`src/rtl/rbida_pkg.sv`:
```
// Shared types and constants for the refcounted bitmap slot allocator.
// No dependencies; every other file but rbida_ram refers to this package by scoped names.
`timescale 1ns / 1ps
`default_nettype none

package rbida_pkg;

  localparam int SLOT_W           = 10;
  localparam int LIVE_W           = 11;
  localparam int CNT_OUT_W        = 16;
  localparam int CFG_W            = 6;
  localparam int PAGE_SLOTS       = 32;
  localparam int SLOT_LIMIT_PAGES = 32;
  localparam logic [PAGE_SLOTS-1:0] PAGE_ALL_SET = 32'hFFFF_FFFF;
  localparam logic [CFG_W-1:0]      ACTIVE_PAGES_RESET = 6'd32;

  typedef enum logic [1:0] {
    KIND_ALLOC   = 2'd0,
    KIND_ACQUIRE = 2'd1,
    KIND_RELEASE = 2'd2,
    KIND_UNUSED  = 2'd3
  } kind_t;

  typedef enum logic [2:0] {
    ST_OK     = 3'd0,
    ST_NOFREE = 3'd1,
    ST_RANGE  = 3'd2,
    ST_EMPTY  = 3'd3,
    ST_SAT    = 3'd4
  } status_t;

  // Class decided by the front end: range errors never reach the bitmap.
  typedef enum logic [1:0] {
    CL_ALLOC,
    CL_ACQUIRE,
    CL_RELEASE,
    CL_RANGE
  } cls_t;

  typedef struct packed {
    cls_t              cls;
    logic [SLOT_W-1:0] slot_id;
  } cmd_t;

endpackage

`default_nettype wire

```
`src/rtl/rbida_fifo.sv`:
```
// Short command queue between front end and back end.
// Depends on rbida_pkg for the command word type.
`timescale 1ns / 1ps
`default_nettype none

module rbida_fifo #(
  parameter int DEPTH = 2
) (
  input  wire logic            clk,
  input  wire logic            rst_n,
  input  wire logic            push_valid,
  output logic                 push_ready,
  input  wire rbida_pkg::cmd_t push_data,
  output logic                 pop_valid,
  input  wire logic            pop_ready,
  output rbida_pkg::cmd_t      pop_data
);

  localparam int PTR_W = (DEPTH > 1) ? $clog2(DEPTH) : 1;
  localparam int CNT_W = $clog2(DEPTH + 1);

  rbida_pkg::cmd_t  mem_r [DEPTH];
  logic [PTR_W-1:0] wr_ptr_r;
  logic [PTR_W-1:0] rd_ptr_r;
  logic [CNT_W-1:0] count_r;
  logic             push;
  logic             pop;

  assign push_ready = (count_r != CNT_W'(DEPTH));
  assign pop_valid  = (count_r != '0);
  assign pop_data   = mem_r[rd_ptr_r];
  assign push       = push_valid && push_ready;
  assign pop        = pop_valid && pop_ready;

  always_ff @(posedge clk) begin
    if (!rst_n) begin
      wr_ptr_r <= '0;
      rd_ptr_r <= '0;
      count_r  <= '0;
    end else begin
      if (push) begin
        wr_ptr_r <= (wr_ptr_r == PTR_W'(DEPTH - 1)) ? '0 : wr_ptr_r + 1'b1;
      end
      if (pop) begin
        rd_ptr_r <= (rd_ptr_r == PTR_W'(DEPTH - 1)) ? '0 : rd_ptr_r + 1'b1;
      end
      if (push && !pop) begin
        count_r <= count_r + 1'b1;
      end else if (pop && !push) begin
        count_r <= count_r - 1'b1;
      end
    end
    if (push) begin
      mem_r[wr_ptr_r] <= push_data;
    end
  end

endmodule

`default_nettype wire

```
`config.mk`:
```
export PLATFORM = sky130hd
export DESIGN_NAME = rbida_fifo
export DESIGN_NICKNAME = d
export VERILOG_FILES = /design/src/rtl/rbida_pkg.sv /design/src/rtl/rbida_fifo.sv
export SDC_FILE = /design/constraint.sdc
export NUM_CORES = 1
export LEC_CHECK = 0
export BUFFER_PORTS_ARGS = -buffer_cell sky130_fd_sc_hd__buf_2
export CORE_UTILIZATION = 50
export CTS_CLUSTER_SIZE = 20
export DETAILED_ROUTE_END_ITERATION = 10
export GPL_TIMING_DRIVEN = 0
export PLACE_DENSITY = 0.77
export SYNTH_ARGS = -nofsm -noshare
export SYNTH_HDL_FRONTEND = slang
export SYNTH_SLANG_ARGS = --single-unit
```
`constraint.sdc`:
```
create_clock -name clk -period 1.8 [get_ports clk]
set_clock_uncertainty 0.1 [all_clocks]
set_input_delay 0.36 -clock clk [delete_from_list [all_inputs] [get_ports clk]]
set_output_delay 0.36 -clock clk [all_outputs]
set_load 0.1 [all_outputs]
```
==> results of run 1 <==
## cell usage after synthesis
| cell type | number | area share [%] |
|---|---|---|
| xor2_1 | 1 | 0.79 |
| edfxtp_1 | 24 | 65 |
| buf_2 | 1 | 0.45 |
| xnor2_1 | 2 | 1.6 |
| o21ai_1 | 1 | 0.45 |
| a21boi_0 | 1 | 0.68 |
| and2_1 | 4 | 2.3 |
| mux2_2 | 12 | 12 |
| nand2b_4 | 1 | 1.2 |
| or3_1 | 1 | 0.57 |
| or2_2 | 1 | 0.57 |
| o21ai_0 | 1 | 0.45 |
| dfxtp_1 | 5 | 9.1 |
| a21bo_2 | 1 | 0.91 |
| a21boi_1 | 1 | 0.68 |
| and3_1 | 1 | 0.57 |
| ha_1 | 1 | 1.1 |
| nand3b_1 | 1 | 0.68 |
| inv_1 | 1 | 0.34 |
## report_power, final
group | internal, mW | total (mW) | switching [mW]
clock network | 0.332 | 0.554 | 0.222
registers | 0.856 | 0.928 | 0.0719
logic | 0.584 | 1.65 | 1.07
## flip-flops by register name, indices dropped and copies added, names as in the netlist, named ones only
signal / cells
wr_ptr_r: 1
rd_ptr_r: 1
count_r: 2
mem_r: 24
## timing repair
action	CTS	global route
setup endpoints to repair	10	13
gates resized for setup	44	17
cloned	1	0
setup buffers	0	0
hold buffers	0	0
## critical path, stage by stage (launching register included)
cell and delay [ns]:
dfxtp_4 0.39, buf_6 0.15, mux2_4 0.33, buf_12 0.17
## path summary, 6_finish.rpt
path	slack (ns)	from	to	cells after the start
max	-0.01	flop	pop_data[11]	3
min	0.12	push_data[4]	mem_r[0][4]$_DFFE_PP_	1
max reg2reg	0.15	count_r[0]$_SDFFE_PN0P_	count_r[1]$_SDFFE_PN0P_	5
min reg2reg	0.47	count_r[1]$_SDFFE_PN0P_	count_r[1]$_SDFFE_PN0P_	2
## cells in the final DEF (no fill, tap or decap)
master     instances
edfxtp_1          24
buf_2             16
mux2_4            10
buf_12            10
clkbuf_4           6
and2_1             3
dfxtp_1            3
buf_6              2
xnor2_1            2
mux2_2             2
buf_4              2
nand2b_4           1
and2_4             1
or2_2              1
o21ai_1            1
and3_1             1
nand3b_1           1
inv_1              1
a21bo_2            1
a21boi_0           1
xor2_1             1
o21ai_0            1
or3_1              1
a21boi_1           1
ha_1               1
dfxtp_4            1
clkbuf_8           1
bufinv_16          1
clkbuf_1           1
dfxtp_2            1
## logic make-up after synthesis
group,Yosys count,synth area share (%)
compound gates,5,3.174
xor+xnor,3,2.381
fa+ha+maj,1,1.134
buf+inv,2,0.7929
flops,29,74.38
mux,12,12.24
simple gates,9,5.896
## layout make-up
| class | count | area, um^2 | share of cell area [%] |
|---|---|---|---|
| Clock inverter | 1 | 30.03 | 1.891 |
| Inverter | 1 | 3.754 | 0.2364 |
| Clock buffer | 7 | 55.05 | 3.467 |
| Tap cell | 27 | 33.78 | 2.128 |
| Timing Repair Buffer | 30 | 314.1 | 19.78 |
| Multi-Input combinational cell | 30 | 314.1 | 19.78 |
| Sequential cell | 29 | 825.8 | 52.01 |
| Buffer | 1 | 11.26 | 0.7092 |
## layer usage
layer  vias up  wire (um)  part of all wire (%)
li1        302          -                     -
met1       306       1022                    45
met2        23       1137                    50
met3         2        103                   4.5
met4         0         15                  0.66
met5         -          0                     0
==> impl_results.md, run 1 <==
* Status: finished, violations left
* Failing checks: setup timing
* Core Region at 0.002022 mm^2
* Synth warnings at 0
* Starting Density at 54.58%
* CTS Buf Count at 5
* Placed instance count at 117
* Clock latency on the worst-skew pair at 0.31 ns
* Setup TNS Final at -0.02984 ns
* Pre-CTS setup slack at 0.06767 ns
* WL/cell at 18.09 um
* Initial antenna violation count at 0
* GRT Util Overall at 19.71%
* Worst-Margin Slew at 0.5794 ns
* Fin area at 0.001588 mm^2
* Fillers at 98
* Number of vias per cell at 5.024
* Final net count at 115
* Max Slew Vio Count at 0
* RSZ-0062 raised after global routing: true
* Die Wd at 48.98 um
* Synth cell types at 19
* Area after DPL at 0.001286 mm^2
* Hold Crit Class: in -> reg
* Number of global-route vias before repair at ~700
* Fmax at 552.5 MHz
* Port bufs at 29
* Max Root-Sink Buffers at 2
* GR peak layer: met2
* GPL Wtd Cong at a little under 0.7
* Met1 usage at 20.55%
* Hold slack final at around 0.12 ns
* Proportion of layout cells with a drive suffix above 1 at 56.57%
* First drt pass iteration count at 4
* Grt ovf at 0
* Rows at 16
* Grt met3 use at around 6.5%
* Largest net degree at the start of global routing at 13
* Io pins at 30
* Met2 Use GR at 34.95%
* Final period util at 100.5%
* Clock sinks at 29
* DR DRC count at 0
* Clock Pin Slew Worst Setup and Hold Paths at 0.10 ns
* Maximum vdd drop at about 1.6 mV
* CTS Root Cell: clkbuf_4
* Final Critical Period at 1.810 ns
* Detail Route Antenna Nets at 0
* Diode count at 0
* Final Setup Violations at 5
* Final Hold Fails at 0
* Register area share after synthesis at 74.38%
* Synth Register Bits at 29
* Final WL at 2279 um
* Post-synthesis cell area at approximately 0.0011 mm^2
* Non-filler instance count after layout at ~130
* CP Data Required Time at 1.34 ns
* Height of the die at 48.98 um
* Max Cap Viol at 0
* Global-route wire length before repair at 3201 um
* Mapped Avg Cell Area at approximately 18 um^2
* WS Path Type: reg -> out
* Total Power at 3.134 mW
* Final cell utilization of the core at between 70% and 80%
* Vias at 633
* Pwr Density at 1974 mW/mm^2
* TritonCTS clock tree: yes
* Max-slew headroom at 61.37%
* Worst path arrival time at 1.35 ns
* Final WS setup at -0.009803 ns
* Leakage power at 0.6392 nW
* Cell count after synthesis at 61
* DIE AREA at about 0.0024 mm^2
* Net Count, Synth at 78
* Dpl hpwl at between 1000 and 1500 um
* CTS HTree Levels at 2
* Initial drt markers at 14
* Worst-path maximum fanout at 5
* Startpoint Class: flop
* Critical Path End Type: primary output
* Area Overhead vs Synth at 43.88%
Note: power is estimated with default switching activity, not from simulation.
==> run 2: changes to the inputs <==
==> constraint.sdc (replaced) <==
create_clock -name clk -period 1.8 [get_ports clk]
set_clock_uncertainty 0.1 [all_clocks]
set_input_delay 0 -clock clk [delete_from_list [all_inputs] [get_ports clk]]
set_output_delay 0 -clock clk [all_outputs]
set_load 0.1 [all_outputs]
==> run 2 against run 1 <==
  * The run now ends clean
  * Fmax is 6.6% higher
  * Count of clock-buffer cells in the layout stayed put
  * Non-clock buffer count is 13 higher
  * Register-to-register slack hardly changed
  * Cell area is 4.8% lower
  * Worst hold slack worse by 0.056 ns
  * Setup slack better by 0.11 ns
==> impl_results.md, run 2 (same netlist as run 1, synthesis figures left out) <==
* Fin area at 0.001511 mm^2 (-4.8%)
* Most common cell after layout, fill and taps aside: buf_2
* Status: complete, no violations
* GPL Wtd Cong at 0.6956 (unchanged)
* First drt pass iteration count at 2 (-2)
* Hold slack final at 0.06562 ns (-0.05642 ns)
* Height of the die at 48.98 um (unchanged)
* Initial antenna violation count at 0 (unchanged)
* Proportion of layout cells with a drive suffix above 1 at 48.21% (-8.4 points)
* Final WL at 1748 um (-23%)
* Largest Register: mem_r
* Max Root-Sink Buffers at 2 (unchanged)
* Startpoint Class: flop
* RSZ-0062 raised after global routing: false
* Initial drt markers at 3 (-11)
* Rows at 16 (unchanged)
* CTS HTree Levels at 2 (unchanged)
* Number of vias per cell at 4.871 (-3.1%)
* Fmax at 589.1 MHz (+6.6%)
* Placed instance count at 117 (unchanged)
* Max reg flops at 24 (unchanged)
* Hold Crit Class: in -> reg
* TritonCTS clock tree: yes
* Final net count at 128 (+11%)
* Worst path arrival time at 1.60 ns (+0.25 ns)
* Max Slew Vio Count at 0 (unchanged)
* Clock sinks at 29 (unchanged)
* Setup TNS Final at 0 ns (+0.02984 ns)
* Die Wd at 48.98 um (unchanged)
* Clock Pin Slew Worst Setup and Hold Paths at 0.08 ns (-0.02 ns)
* Biggest regs: mem_r: 24 flops, count_r: 2 flops
* GRT Util Overall at 17.53% (-2.2 points)
* Io pins at 30 (unchanged)
* Vias at 677 (+7.0%)
* Number of global-route vias before repair at 702 (+2.9%)
* CTS Buf Count at 5 (unchanged)
* Final Hold Fails at 0 (unchanged)
* Grt ovf at 0 (unchanged)
* Critical Path End Type: primary output
* Largest net degree at the start of global routing at 13 (unchanged)
* DIE AREA at 0.002399 mm^2 (unchanged)
* Post-CTS setup buffers at 0 (unchanged)
* Final Setup Violations at 0 (-5)
* Most frequent cells in the layout: buf_2 (30), edfxtp_1 (24), dlygate4sd3_1 (14)
* Dpl hpwl at 1161 um (unchanged)
* WL/cell at 12.58 um (-30%)
* Diode count at 0 (unchanged)
* WS Path Type: reg -> out
* Area Overhead vs Synth at 36.96%
* Worst-Margin Slew at 0.5442 ns (-0.03519 ns)
* CTS Root Cell: clkbuf_4
* Clock latency on the worst-skew pair at 0.30 ns (about the same)
* Starting Density at 54.58% (unchanged)
* DR DRC count at 0 (unchanged)
* Final period util at 94.30% (-6.2 points)
* Max-slew headroom at 63.72% (+2.3 points)
* Area after DPL at 0.001286 mm^2 (unchanged)
* CP Data Required Time at 1.70 ns (+0.36 ns)
* Core Region at 0.002022 mm^2 (unchanged)
* Worst-path maximum fanout at 10 (+5)
* Port bufs at 29 (unchanged)
* Final Critical Period at 1.697 ns (-0.1124 ns)
* Detail Route Antenna Nets at 0 (unchanged)
* Max Cap Viol at 0 (unchanged)
* Non-filler instance count after layout at 139 (+10%)
* Global-route wire length before repair at 2904 um (-9.3%)
==> run 2: cell count changes in the layout (fill, tap and decap cells not counted), sizes merged <==
cell | before | now
clkbuf | 8 | 7
dlygate4sd3 | 0 | 14
==> run 2: routing by layer <==
layer	GRT usage (%)	vias up	share of wire, %
met5	0	-	0
met2	32.41	22	57
met3	6.542	4	3.9
met4	10.29	0	1.5
li1	-	331	-
met1	16.07	320	37
==> run 2: through the flow <==
step,setup slack (ns),util (%)
after detailed placement,0.1657,63.61
after global routing,0.02028,74.75
after global placement,0.2201,63.61
final,0.1026,74.75
after CTS,0.07344,74.75
after floorplan,0.02304,-
==> run 2: worst paths after layout <==
kind                                         startpoint                      end  slack [ns]  cells past startpoint
worst max-delay path                               flop             pop_data[11]        0.10                      3
worst min-delay path                          pop_ready                     flop        0.07                      4
worst max register to register  count_r[0]$_SDFFE_PN0P_  count_r[1]$_SDFFE_PN0P_        0.15                      5
worst min register to register  count_r[1]$_SDFFE_PN0P_  count_r[1]$_SDFFE_PN0P_        0.47                      2
==> run 2: cell type report <==
class                   instances  area [um^2]
clock inverters                 1        30.03
multi-input cells              30        276.5
flip-flops and latches         29        822.0
well taps                      27        33.78
fillers                       125        510.5
repair buffers                 43        285.3
clock buffers                   7        55.05
inverters                       1        3.754
plain buffers                   1        5.005
==> run 2: repair_timing <==
| action | in CTS | in global routing |
|---|---|---|
| hold buffers | 14 | 0 |
| hold endpoints to repair | 29 | 0 |
| gates resized for setup | 0 | 0 |
==> run 2: critical path, cell delays in order (launching register included) <==
cell and delay [ns]:
dfxtp_1 0.36, buf_2 0.26, mux2_2 0.37, buf_2 0.29
Power of run 2 is not shown: default switching activity piles up to over one toggle a cycle in this logic, so the estimate is an artifact.
