==> src/rtl/rbida_pkg.sv <==
// Shared types and constants for the refcounted bitmap slot allocator.
// No dependencies; every other file but rbida_ram refers to this package by scoped names.
`timescale 1ns / 1ps
`default_nettype none

package rbida_pkg;

  localparam int SLOT_W           = 10;
  localparam int LIVE_W           = 11;
  localparam int CNT_OUT_W        = 16;
  localparam int CFG_W            = 6;
  localparam int PAGE_SLOTS       = 32;
  localparam int SLOT_LIMIT_PAGES = 32;
  localparam logic [PAGE_SLOTS-1:0] PAGE_ALL_SET = 32'hFFFF_FFFF;
  localparam logic [CFG_W-1:0]      ACTIVE_PAGES_RESET = 6'd32;

  typedef enum logic [1:0] {
    KIND_ALLOC   = 2'd0,
    KIND_ACQUIRE = 2'd1,
    KIND_RELEASE = 2'd2,
    KIND_UNUSED  = 2'd3
  } kind_t;

  typedef enum logic [2:0] {
    ST_OK     = 3'd0,
    ST_NOFREE = 3'd1,
    ST_RANGE  = 3'd2,
    ST_EMPTY  = 3'd3,
    ST_SAT    = 3'd4
  } status_t;

  // Class decided by the front end: range errors never reach the bitmap.
  typedef enum logic [1:0] {
    CL_ALLOC,
    CL_ACQUIRE,
    CL_RELEASE,
    CL_RANGE
  } cls_t;

  typedef struct packed {
    cls_t              cls;
    logic [SLOT_W-1:0] slot_id;
  } cmd_t;

endpackage

`default_nettype wire

==> src/rtl/rbida_if.sv <==
// Valid/ready channel interfaces: request, result and configuration write.
// Depends on rbida_pkg for field widths.
`timescale 1ns / 1ps
`default_nettype none

interface rbida_in_if;
  logic                      valid;
  logic                      ready;
  logic [1:0]                kind;
  logic [rbida_pkg::SLOT_W-1:0] slot_id;

  modport source (output valid, output kind, output slot_id, input ready);
  modport sink   (input valid, input kind, input slot_id, output ready);
endinterface


`default_nettype wire

==> src/rtl/rbida_front.sv <==
// Front end: accepts request words, classifies them against the page limit
// and hands them to the command queue. Depends on rbida_pkg, rbida_if.
`timescale 1ns / 1ps
`default_nettype none

module rbida_front (
  input  wire logic                        clk,
  input  wire logic                        rst_n,
  rbida_in_if.sink                         in_if,
  input  wire logic [rbida_pkg::CFG_W-1:0] npages,
  output logic                             push_valid,
  input  wire logic                        push_ready,
  output rbida_pkg::cmd_t                  push_data
);

  logic            stage_valid_r;
  rbida_pkg::cmd_t stage_r;
  rbida_pkg::cmd_t cls_nxt;
  logic            in_take;

  assign in_if.ready = !stage_valid_r || push_ready;
  assign in_take     = in_if.valid && in_if.ready;
  assign push_valid  = stage_valid_r;
  assign push_data   = stage_r;

  always_comb begin
    cls_nxt.slot_id = in_if.slot_id;
    unique case (rbida_pkg::kind_t'(in_if.kind))
      rbida_pkg::KIND_ALLOC:   cls_nxt.cls = rbida_pkg::CL_ALLOC;
      rbida_pkg::KIND_ACQUIRE: cls_nxt.cls = rbida_pkg::CL_ACQUIRE;
      rbida_pkg::KIND_RELEASE: cls_nxt.cls = rbida_pkg::CL_RELEASE;
      default:                 cls_nxt.cls = rbida_pkg::CL_RANGE;
    endcase
    // slot beyond the active pages: page number compared against the limit
    if (cls_nxt.cls != rbida_pkg::CL_ALLOC &&
        {1'b0, in_if.slot_id[rbida_pkg::SLOT_W-1:5]} >= npages) begin
      cls_nxt.cls = rbida_pkg::CL_RANGE;
    end
  end

  always_ff @(posedge clk) begin
    if (!rst_n) begin
      stage_valid_r <= 1'b0;
    end else if (in_take) begin
      stage_valid_r <= 1'b1;
    end else if (push_ready) begin
      stage_valid_r <= 1'b0;
    end
    if (in_take) begin
      stage_r <= cls_nxt;
    end
  end

endmodule

`default_nettype wire

==> src/flat_wrapper.sv <==
// flat-port wrapper written by rule: the top's interface ports become plain ports
module rbida_front_flat 
  (clk, rst_n, npages, push_valid, push_ready, push_data, in_if_valid, in_if_kind, in_if_slot_id, in_if_ready);
  rbida_in_if in_if_i ();
  input  wire logic clk;
  input  wire logic rst_n;
  input  wire logic [rbida_pkg::CFG_W-1:0] npages;
  output logic push_valid;
  input  wire logic push_ready;
  output rbida_pkg::cmd_t push_data;
  input wire logic [$bits(in_if_i.valid)-1:0] in_if_valid;
  input wire logic [$bits(in_if_i.kind)-1:0] in_if_kind;
  input wire logic [$bits(in_if_i.slot_id)-1:0] in_if_slot_id;
  output wire logic [$bits(in_if_i.ready)-1:0] in_if_ready;
  assign in_if_i.valid = in_if_valid;
  assign in_if_i.kind = in_if_kind;
  assign in_if_i.slot_id = in_if_slot_id;
  assign in_if_ready = in_if_i.ready;
  rbida_front u_core (.clk(clk), .rst_n(rst_n), .in_if(in_if_i), .npages(npages), .push_valid(push_valid), .push_ready(push_ready), .push_data(push_data));
endmodule
==> config.mk <==
export PLATFORM = sky130hd
export DESIGN_NAME = rbida_front_flat
export DESIGN_NICKNAME = d
export VERILOG_FILES = /design/src/rtl/rbida_pkg.sv /design/src/rtl/rbida_if.sv /design/src/rtl/rbida_front.sv /design/src/flat_wrapper.sv
export SDC_FILE = /design/constraint.sdc
export NUM_CORES = 1
export LEC_CHECK = 0
export BUFFER_PORTS_ARGS = -buffer_cell sky130_fd_sc_hd__buf_2
export CORE_AREA = 8 8 45 47
export DETAILED_ROUTE_END_ITERATION = 12
export DIE_AREA = 0 0 53 55
export HOLD_SLACK_MARGIN = 0.03
export PLACE_DENSITY = 0.82
export SLEW_MARGIN = 20
export SYNTH_ARGS = -nofsm -noshare
export SYNTH_HDL_FRONTEND = slang
export SYNTH_SLANG_ARGS = --single-unit
==> constraint.sdc <==
create_clock -name clk -period 2 [get_ports clk]
set_clock_uncertainty 0.05 [all_clocks]
set_input_delay 0.1 -clock clk [delete_from_list [all_inputs] [get_ports clk]]
set_output_delay 0.1 -clock clk [all_outputs]
set_load 0.005 [all_outputs]
==> impl_metrics.ini, run 1 <==
[run_status]
status = completed

[yosys]
async_flop_share_pct = 0
ys_warn_count = 0
synthTopCellsByCount = edfxtp_1, inv_1, ha_1
synth_top_area_share_pct = 66.2
synth_edf_count = 12
yosys.cell_count.top_type = edfxtp_1
synth_area_leaders = edfxtp_1, ha_1, inv_1
synth_ff_type = edfxtp_1
syn-num-nets = 63
postSynthAreaPerCell_sq_um = 15.1
ys_ff_latch = 13
synth_cells = 36
synth_cell_types = 13
syn_area_sq_um = 544
seq_area_frac_synth_pct = 69.9
yosysTopAreaCell = edfxtp_1

[global_route]
antenna_found_initial = 0
grt_max_degree = 13
grt_pass1_vias = 534
grt_pass1_wl_microns = 2190
globalRouteOverflowTotal = 0
grt_usage_pct = 10.5

[timing]
finalSetupTns_ps = 0
period_needed_ps = 1710
post-route-period-util_pct = 85.3
finalSetupViolCount = 0
maxSlewViolCount = 0
relSlewSlack_pct = 64.8
worst_pin_slew_ps = 527
rsz0062_at_grt = no
fmax_mhz = 586
hold_viol_final = 0

[clock_network]
htreeDepth = 1
cts_made_buffers = 3
cts_setup_buffers = 0
cts_max_path_buffers = 2
root_buffer = clkbuf_4
cts.sinks = 13
clk_pin_slew_worst_paths_ps = 70
cts_resized = 0
cts_tree = yes
clock_latency_ps = 270

[floorplan]
die_w_microns = 53
die_y_microns = 55
num_rows = 14
die_area_sq_mm = 0.00292
initial_core_util_pct = 39.3
io_pins = 36
core_area_sq_mm = 0.00138

[worst_setup_path]
critPathKind = input pin to register
cp.required_ps = 1980
critPathLaunchType = input pin
crit_arrival_ps = 1690
cp_max_fo = 2
endpoint_kind = register

[finish]
drive_above_1_share_pct = 45.3
diodes = 0
fin_area_sq_um = 876
area_growth_pct = 60.9
final_nets = 114

[power]
power_density_mw_per_mm2 = 651
leakage_nw = 0.425
ir_drop_uv = 295
power_mw = 0.570

[hold_path]
hold_class = input pin to register

[detailed_routing]
vias = 467
via_per_inst = 4.58
routed_wirelength_microns = 1490
wire_per_inst_microns = 14.6
drc = 0
drt-initial-drc-count = 9
first_pass_iters = 4
ant_nets = 0

[place]
placed_area_sq_um = 739
globalplace.congestion = 0.704
dp_hpwl_microns = 1120
portBuffers = 35

[flow_run]
maxCapViolations = 0
==> metal layers <==
layer | up-vias | part of all wire (%) | global-route usage [%]
li1 | 229 | - | -
met1 | 210 | 32 | 8.21
met2 | 26 | 55 | 21.1
met3 | 2 | 13 | 3.48
met4 | 0 | 0.54 | 6.90
met5 | - | 0 | 0
==> power breakdown <==
| group | switching, mW | internal (mW) |
|---|---|---|
| registers | 0.00451 | 0.316 |
| logic | 0.0394 | 0.0528 |
| clock network | 0.0799 | 0.0772 |
==> registers in the layout, summed over array words and instances (netlist names) <==
name	cells
u_core.push_data	12
u_core.push_valid	1
==> placed cells by master, fill, tap and decap left out <==
master | synthesis | final
ha_1 | 5 | 5
dfxtp_1 | 1 | 1
a21o_1 | 1 | 1
inv_1 | 7 | 7
a21oi_1 | 1 | 1
clkbuf_1 | 0 | 1
a21boi_0 | 1 | 1
dlygate4sd3_1 | 0 | 11
nand3_1 | 1 | 1
o21ai_1 | 1 | 1
edfxtp_1 | 12 | 12
a21oi_2 | 1 | 1
nand2b_1 | 2 | 2
a31o_1 | 2 | 2
and2_1 | 1 | 1
clkbuf_4 | 0 | 3
buf_2 | 0 | 35
==> area by class of cell <==
type | instances | area, sq um
multi-input cells | 16 | 138
clock buffers | 4 | 26.3
inverters | 7 | 26.3
repair buffers | 46 | 285
well taps | 16 | 20.0
fillers | 106 | 508
flip-flops and latches | 13 | 380
==> logic make-up (layout without fill, tap and decap cells) <==
kind of cell	count (synthesis)	in the layout	synth area share (%)
AO/OA/AOI/OAI	7	7	9.43
adder cells (fa/ha/maj)	5	5	11.5
buffers and inverters	7	57	4.83
flip-flops	13	13	69.9
AND/OR/NAND/NOR	4	4	4.37
==> per-stage QoR <==
step | util [%] | instances | setup slack [ps] | hold WS (ps)
floorplan | - | 36 | 745 | 149
global placement | 53.4 | 87 | 594 | 227
detailed placement | 53.4 | 87 | 563 | 228
CTS | 63.3 | 102 | 308 | 38.8
global route | 63.3 | 102 | 241 | 36.2
finish | 63.3 | 102 | 293 | 45.2
==> what timing repair did <==
item / CTS / global route
endpoints found under the setup margin: 0 / 0
hold buffers: 11 / 0
hold endpoints to repair: 11 / 0
==> critical path: stages <==
cell	delay, ps
dlygate4sd3_1	520
buf_2	130
ha_1	300
a21o_1	180
a21oi_2	130
o21ai_1	100
a31o_1	230
==> final timing paths <==
check                                       start                    to  slack, ps  cells past startpoint
worst max-delay path             in_if_slot_id[8]  u_core.push_data[11]        290                      7
worst min-delay path                  in_if_valid     u_core.push_valid         50                      3
worst max register to register  u_core.push_valid   u_core.push_data[2]        720                      2
worst min register to register  u_core.push_valid     u_core.push_valid        480                      2
No activity file was read; power rests on OpenSTA's default activity.
==> run 2: changes to the inputs <==
--- a/config.mk
+++ b/config.mk
@@ -6,11 +6,11 @@
 export NUM_CORES = 1
 export LEC_CHECK = 0
 export BUFFER_PORTS_ARGS = -buffer_cell sky130_fd_sc_hd__buf_2
-export CORE_AREA = 8 8 45 47
+export CORE_MARGIN = 8
+export CORE_UTILIZATION = 40
 export DETAILED_ROUTE_END_ITERATION = 12
-export DIE_AREA = 0 0 53 55
 export HOLD_SLACK_MARGIN = 0.03
-export PLACE_DENSITY = 0.82
+export PLACE_DENSITY = 0.81
 export SLEW_MARGIN = 20
 export SYNTH_ARGS = -nofsm -noshare
 export SYNTH_HDL_FRONTEND = slang
==> impl_metrics.ini, run 2 (synthesis results as in run 1) <==
[worst_setup_path]
rrSetupSlack_ps = 700
cp_cell_sequence = dlygate4sd3_1, buf_2, ha_1, a21o_1, a21oi_2, o21ai_1, a31o_1
cp_num_cells = 7
cp_max_fo = 2
r2r-end = u_core.push_valid
critPathLaunchType = input pin
critPathKind = input pin to register
cp_top_family = buffers and inverters
cpPeakStageDelay_ps = 550
cp.required_ps = 1980
endpoint_kind = register
worstRegToRegCells = 3
r2r_start = u_core.push_valid
critPathSlowestCell = dlygate4sd3_1
crit_arrival_ps = 1690
crit_buf_inv = 2

[global_route]
antenna_found_initial = 0
globalRouteOverflowTotal = 0
grt_pass1_wl_microns = 2010
grt_max_degree = 13
use_met3_pct = 3.92
grt_usage_pct = 9.77
grt_use_met2_pct = 17.6
grt_pass1_vias = 465
busiest_layer = met2
grt_util_met1_pct = 8.64

[finish]
multi_input_area_sq_um = 138
final_cell_mix = buf_2, dlygate4sd3_1, edfxtp_1, inv_1, ha_1
largest_register_ffs = 12
drive_above_1_share_pct = 44.8
fillers = 94
diodes = 0
register_area_sq_um = 380
final_nets = 115
layout_commonest_cell = buf_2
area_growth_pct = 62.5

[detailed_routing]
wire_per_inst_microns = 13.5
vias = 446
first_pass_iters = 4
via_per_inst = 4.37
drc = 0
ant_nets = 0
routed_wirelength_microns = 1370
drt-initial-drc-count = 8

[floorplan]
initial_core_util_pct = 42.4
core_area_sq_mm = 0.00128
num_rows = 13
die_area_sq_mm = 0.00280
die_y_microns = 52.9
io_pins = 36
die_w_microns = 52.9

[place]
portBuffers = 35
globalplace.congestion = 0.688
dp_hpwl_microns = 1010
pre_cts_slack_ps = 569

[clock_network]
root_buffer = clkbuf_4
cts_tree = yes
cts_resized = 0
cts_max_path_buffers = 2
htreeDepth = 1
clk_pin_slew_worst_paths_ps = 80
cts_made_buffers = 3
cts.sinks = 13
clock_latency_ps = 270

[power]
ir_drop_uv = 248
power_mw = 0.570
leakage_nw = 0.431
power_density_mw_per_mm2 = 644

[timing]
rsz0062_at_grt = no
postLayoutSetupSlackWorst_ps = 288
finalSetupTns_ps = 0
fmax_mhz = 584
worst_pin_slew_ps = 526
hold_viol_final = 0
maxSlewViolCount = 0
finalSetupViolCount = 0
relSlewSlack_pct = 64.9
post-route-period-util_pct = 85.6
period_needed_ps = 1710

[flow_run]
maxCapViolations = 0

[run_status]
status = completed

[hold_path]
min_to = u_core.push_data[11]
min_path_cells = 2
hold_class = input pin to register
hp-start = in_if_kind[1]
[run 2: changes by cell type in the layout (fill, tap and decap cells not counted)]
cell	previous run	this run
dlygate4sd3_1	11	12
[run 2: what timing repair did]
item | CTS | global route
setup buffers | 0 | 0
hold endpoints to repair | 11 | 0
hold buffers | 12 | 0
[run 2: area by class of cell]
type                            count  share of cell area, %
Tap cell                           15                   2.12
Sequential cell                    13                   43.0
Inverter                            7                   2.97
Clock buffer                        4                   2.97
Timing Repair Buffer               47                   33.4
Multi-Input combinational cell     16                   15.6
[run 2: metal layers]
| layer | vias to the layer above | wire length (microns) |
|---|---|---|
| met5 | - | 0 |
| met4 | 0 | 0 |
| met3 | 0 | 187 |
| met2 | 26 | 704 |
| met1 | 188 | 482 |
| li1 | 232 | - |
[run 2: how the worst max path moves through the flow]
stage	from	end	slack, ps
2_1_floorplan	npages[3]	u_core.push_data[10]	750
3_5_place_dp	in_if_slot_id[5]	u_core.push_data[10]	570
5_1_grt	in_if_slot_id[8]	u_core.push_data[10]	250
3_3_place_gp	in_if_slot_id[8]	u_core.push_data[10]	600
4_1_cts	in_if_slot_id[8]	u_core.push_data[10]	320
6_report	in_if_slot_id[8]	u_core.push_data[10]	290
[run 2: stage by stage]
stage / util [%] / area [sq um] / cells / hold slack, ps
6_report: 68.8 / 885 / 102 / 57.0
5_1_grt: 68.8 / 885 / 102 / 52.6
4_1_cts: 68.8 / 885 / 102 / 49.0
3_5_place_dp: 57.4 / 738 / 86 / 229
3_3_place_gp: 57.4 / 738 / 86 / 227
2_1_floorplan: - / 544 / 36 / 149
[run 2: power by group]
part           internal, mW  total (mW)  leakage (nW)  switching, mW
logic                0.0544      0.0933         0.292         0.0389
registers             0.316       0.319         0.124        0.00348
clock network        0.0772       0.157        0.0150         0.0797
total                 0.447       0.570         0.431          0.122
[run 2: worst register-to-register path: stages (launching register included)]
cell	delay [ps]
dfxtp_1	330
nand2b_1	70
a21boi_0	210
dlygate4sd3_1	590
==> run 3: changes to the inputs <==
--- a/config.mk
+++ b/config.mk
@@ -6,7 +6,6 @@
 export NUM_CORES = 1
 export LEC_CHECK = 0
 export BUFFER_PORTS_ARGS = -buffer_cell sky130_fd_sc_hd__buf_2
-export CORE_MARGIN = 8
 export CORE_UTILIZATION = 40
 export DETAILED_ROUTE_END_ITERATION = 12
 export HOLD_SLACK_MARGIN = 0.03
==> impl_metrics.ini, run 3 (synthesis results as in run 1) <==
[global_route]
grt_pass1_vias = 414
grt_max_degree = 13
grt_pass1_wl_microns = 1750
grt_usage_pct = 18.5
globalRouteOverflowTotal = 0
antenna_found_initial = 0

[finish]
largest_register_ffs = 12
final_nets = 113
fin_cells = 99
layout_commonest_cell = buf_2
fillers = 83
final_cell_mix = buf_2, edfxtp_1, dlygate4sd3_1, inv_1, ha_1
diodes = 0
fin_area_sq_um = 863
area_growth_pct = 58.6
drive_above_1_share_pct = 45.9

[timing]
rsz0062_at_grt = no
relSlewSlack_pct = 64.6
period_needed_ps = 1700
worst_pin_slew_ps = 531
maxSlewViolCount = 0
post-route-period-util_pct = 84.8
finalSetupViolCount = 0
finalSetupTns_ps = 0
fmax_mhz = 590
hold_viol_final = 0

[worst_setup_path]
critPathLaunchType = input pin
endpoint_kind = register
cp.required_ps = 1980
critPathKind = input pin to register
cp_max_fo = 2
crit_arrival_ps = 1670

[clock_network]
root_buffer = clkbuf_4
cts_tree = yes
cts_max_path_buffers = 2
cts_resized = 0
cts_made_buffers = 3
cts.sinks = 13
clock_latency_ps = 270
cts_setup_buffers = 0
htreeDepth = 1
clk_pin_slew_worst_paths_ps = 70

[detailed_routing]
via_per_inst = 4.61
ant_nets = 0
first_pass_iters = 4
vias = 456
wire_per_inst_microns = 12.3
drt-initial-drc-count = 16
drc = 0
routed_wirelength_microns = 1210

[run_status]
status = completed

[floorplan]
die_y_microns = 38.9
core_area_sq_mm = 0.00119
initial_core_util_pct = 45.9
die_w_microns = 38.9
io_pins = 36
die_area_sq_mm = 0.00151
num_rows = 12

[power]
leakage_nw = 0.421
power_density_mw_per_mm2 = 653
ir_drop_uv = 336
power_mw = 0.564

[place]
globalplace.congestion = 0.574
dp_hpwl_microns = 892
dpl.cell_count = 85
portBuffers = 35
placed_area_sq_um = 737

[flow_run]
maxCapViolations = 0

[hold_path]
hold_class = input pin to register
run 3: through the flow:
| stage | utilization [%] | hold slack (ps) | setup WS [ps] |
|---|---|---|---|
| detailed placement | 62.1 | 234 | 597 |
| global placement | 62.1 | 232 | 607 |
| finish | 72.8 | 44.7 | 304 |
| CTS | 72.8 | 38.8 | 330 |
| floorplan | - | 149 | 745 |
| global route | 72.8 | 38.2 | 240 |
run 3: layout make-up:
cell class / instances / area, sq um / share of cell area, %
Sequential cell: 13 / 380 / 44.1
Timing Repair Buffer: 45 / 275 / 31.9
Multi-Input combinational cell: 16 / 138 / 15.9
Clock buffer: 4 / 26.3 / 3.04
Inverter: 7 / 26.3 / 3.04
Tap cell: 14 / 17.5 / 2.03
run 3: repair_timing:
action | in CTS | in global routing
endpoints found under the hold margin | 10 | 0
setup endpoints to repair | 0 | 0
hold buffers | 10 | 0
run 3: power breakdown:
group          switching, mW  leakage (nW)  total, mW  internal (mW)
Clock                 0.0784        0.0150      0.156         0.0772
Sequential           0.00369         0.124      0.320          0.316
Combinational         0.0371         0.282     0.0885         0.0514
run 3: metal layers:
metal  vias up  track usage, %  part of all wire (%)
met5         -               0                     0
met4         0            12.9                  0.66
met3         2            5.20                   5.5
met2        27            32.5                    54
met1       198            18.3                    39
li1        229               -                     -
run 3: worst paths after layout:
check / start / endpoint / slack (ps) / cells after the start
worst min-delay path: rst_n / u_core.push_valid / 40 / 2
worst min register to register: u_core.push_valid / u_core.push_valid / 500 / 2
worst max register to register: u_core.push_valid / u_core.push_data[10] / 720 / 2
worst max-delay path: in_if_slot_id[8] / u_core.push_data[11] / 300 / 7
run 3: worst max-delay path, cell delays in order:
cell and delay [ps]:
dlygate4sd3_1 550, buf_2 130, ha_1 300, a21o_1 170
a21oi_2 120, o21ai_1 80, a31o_1 220
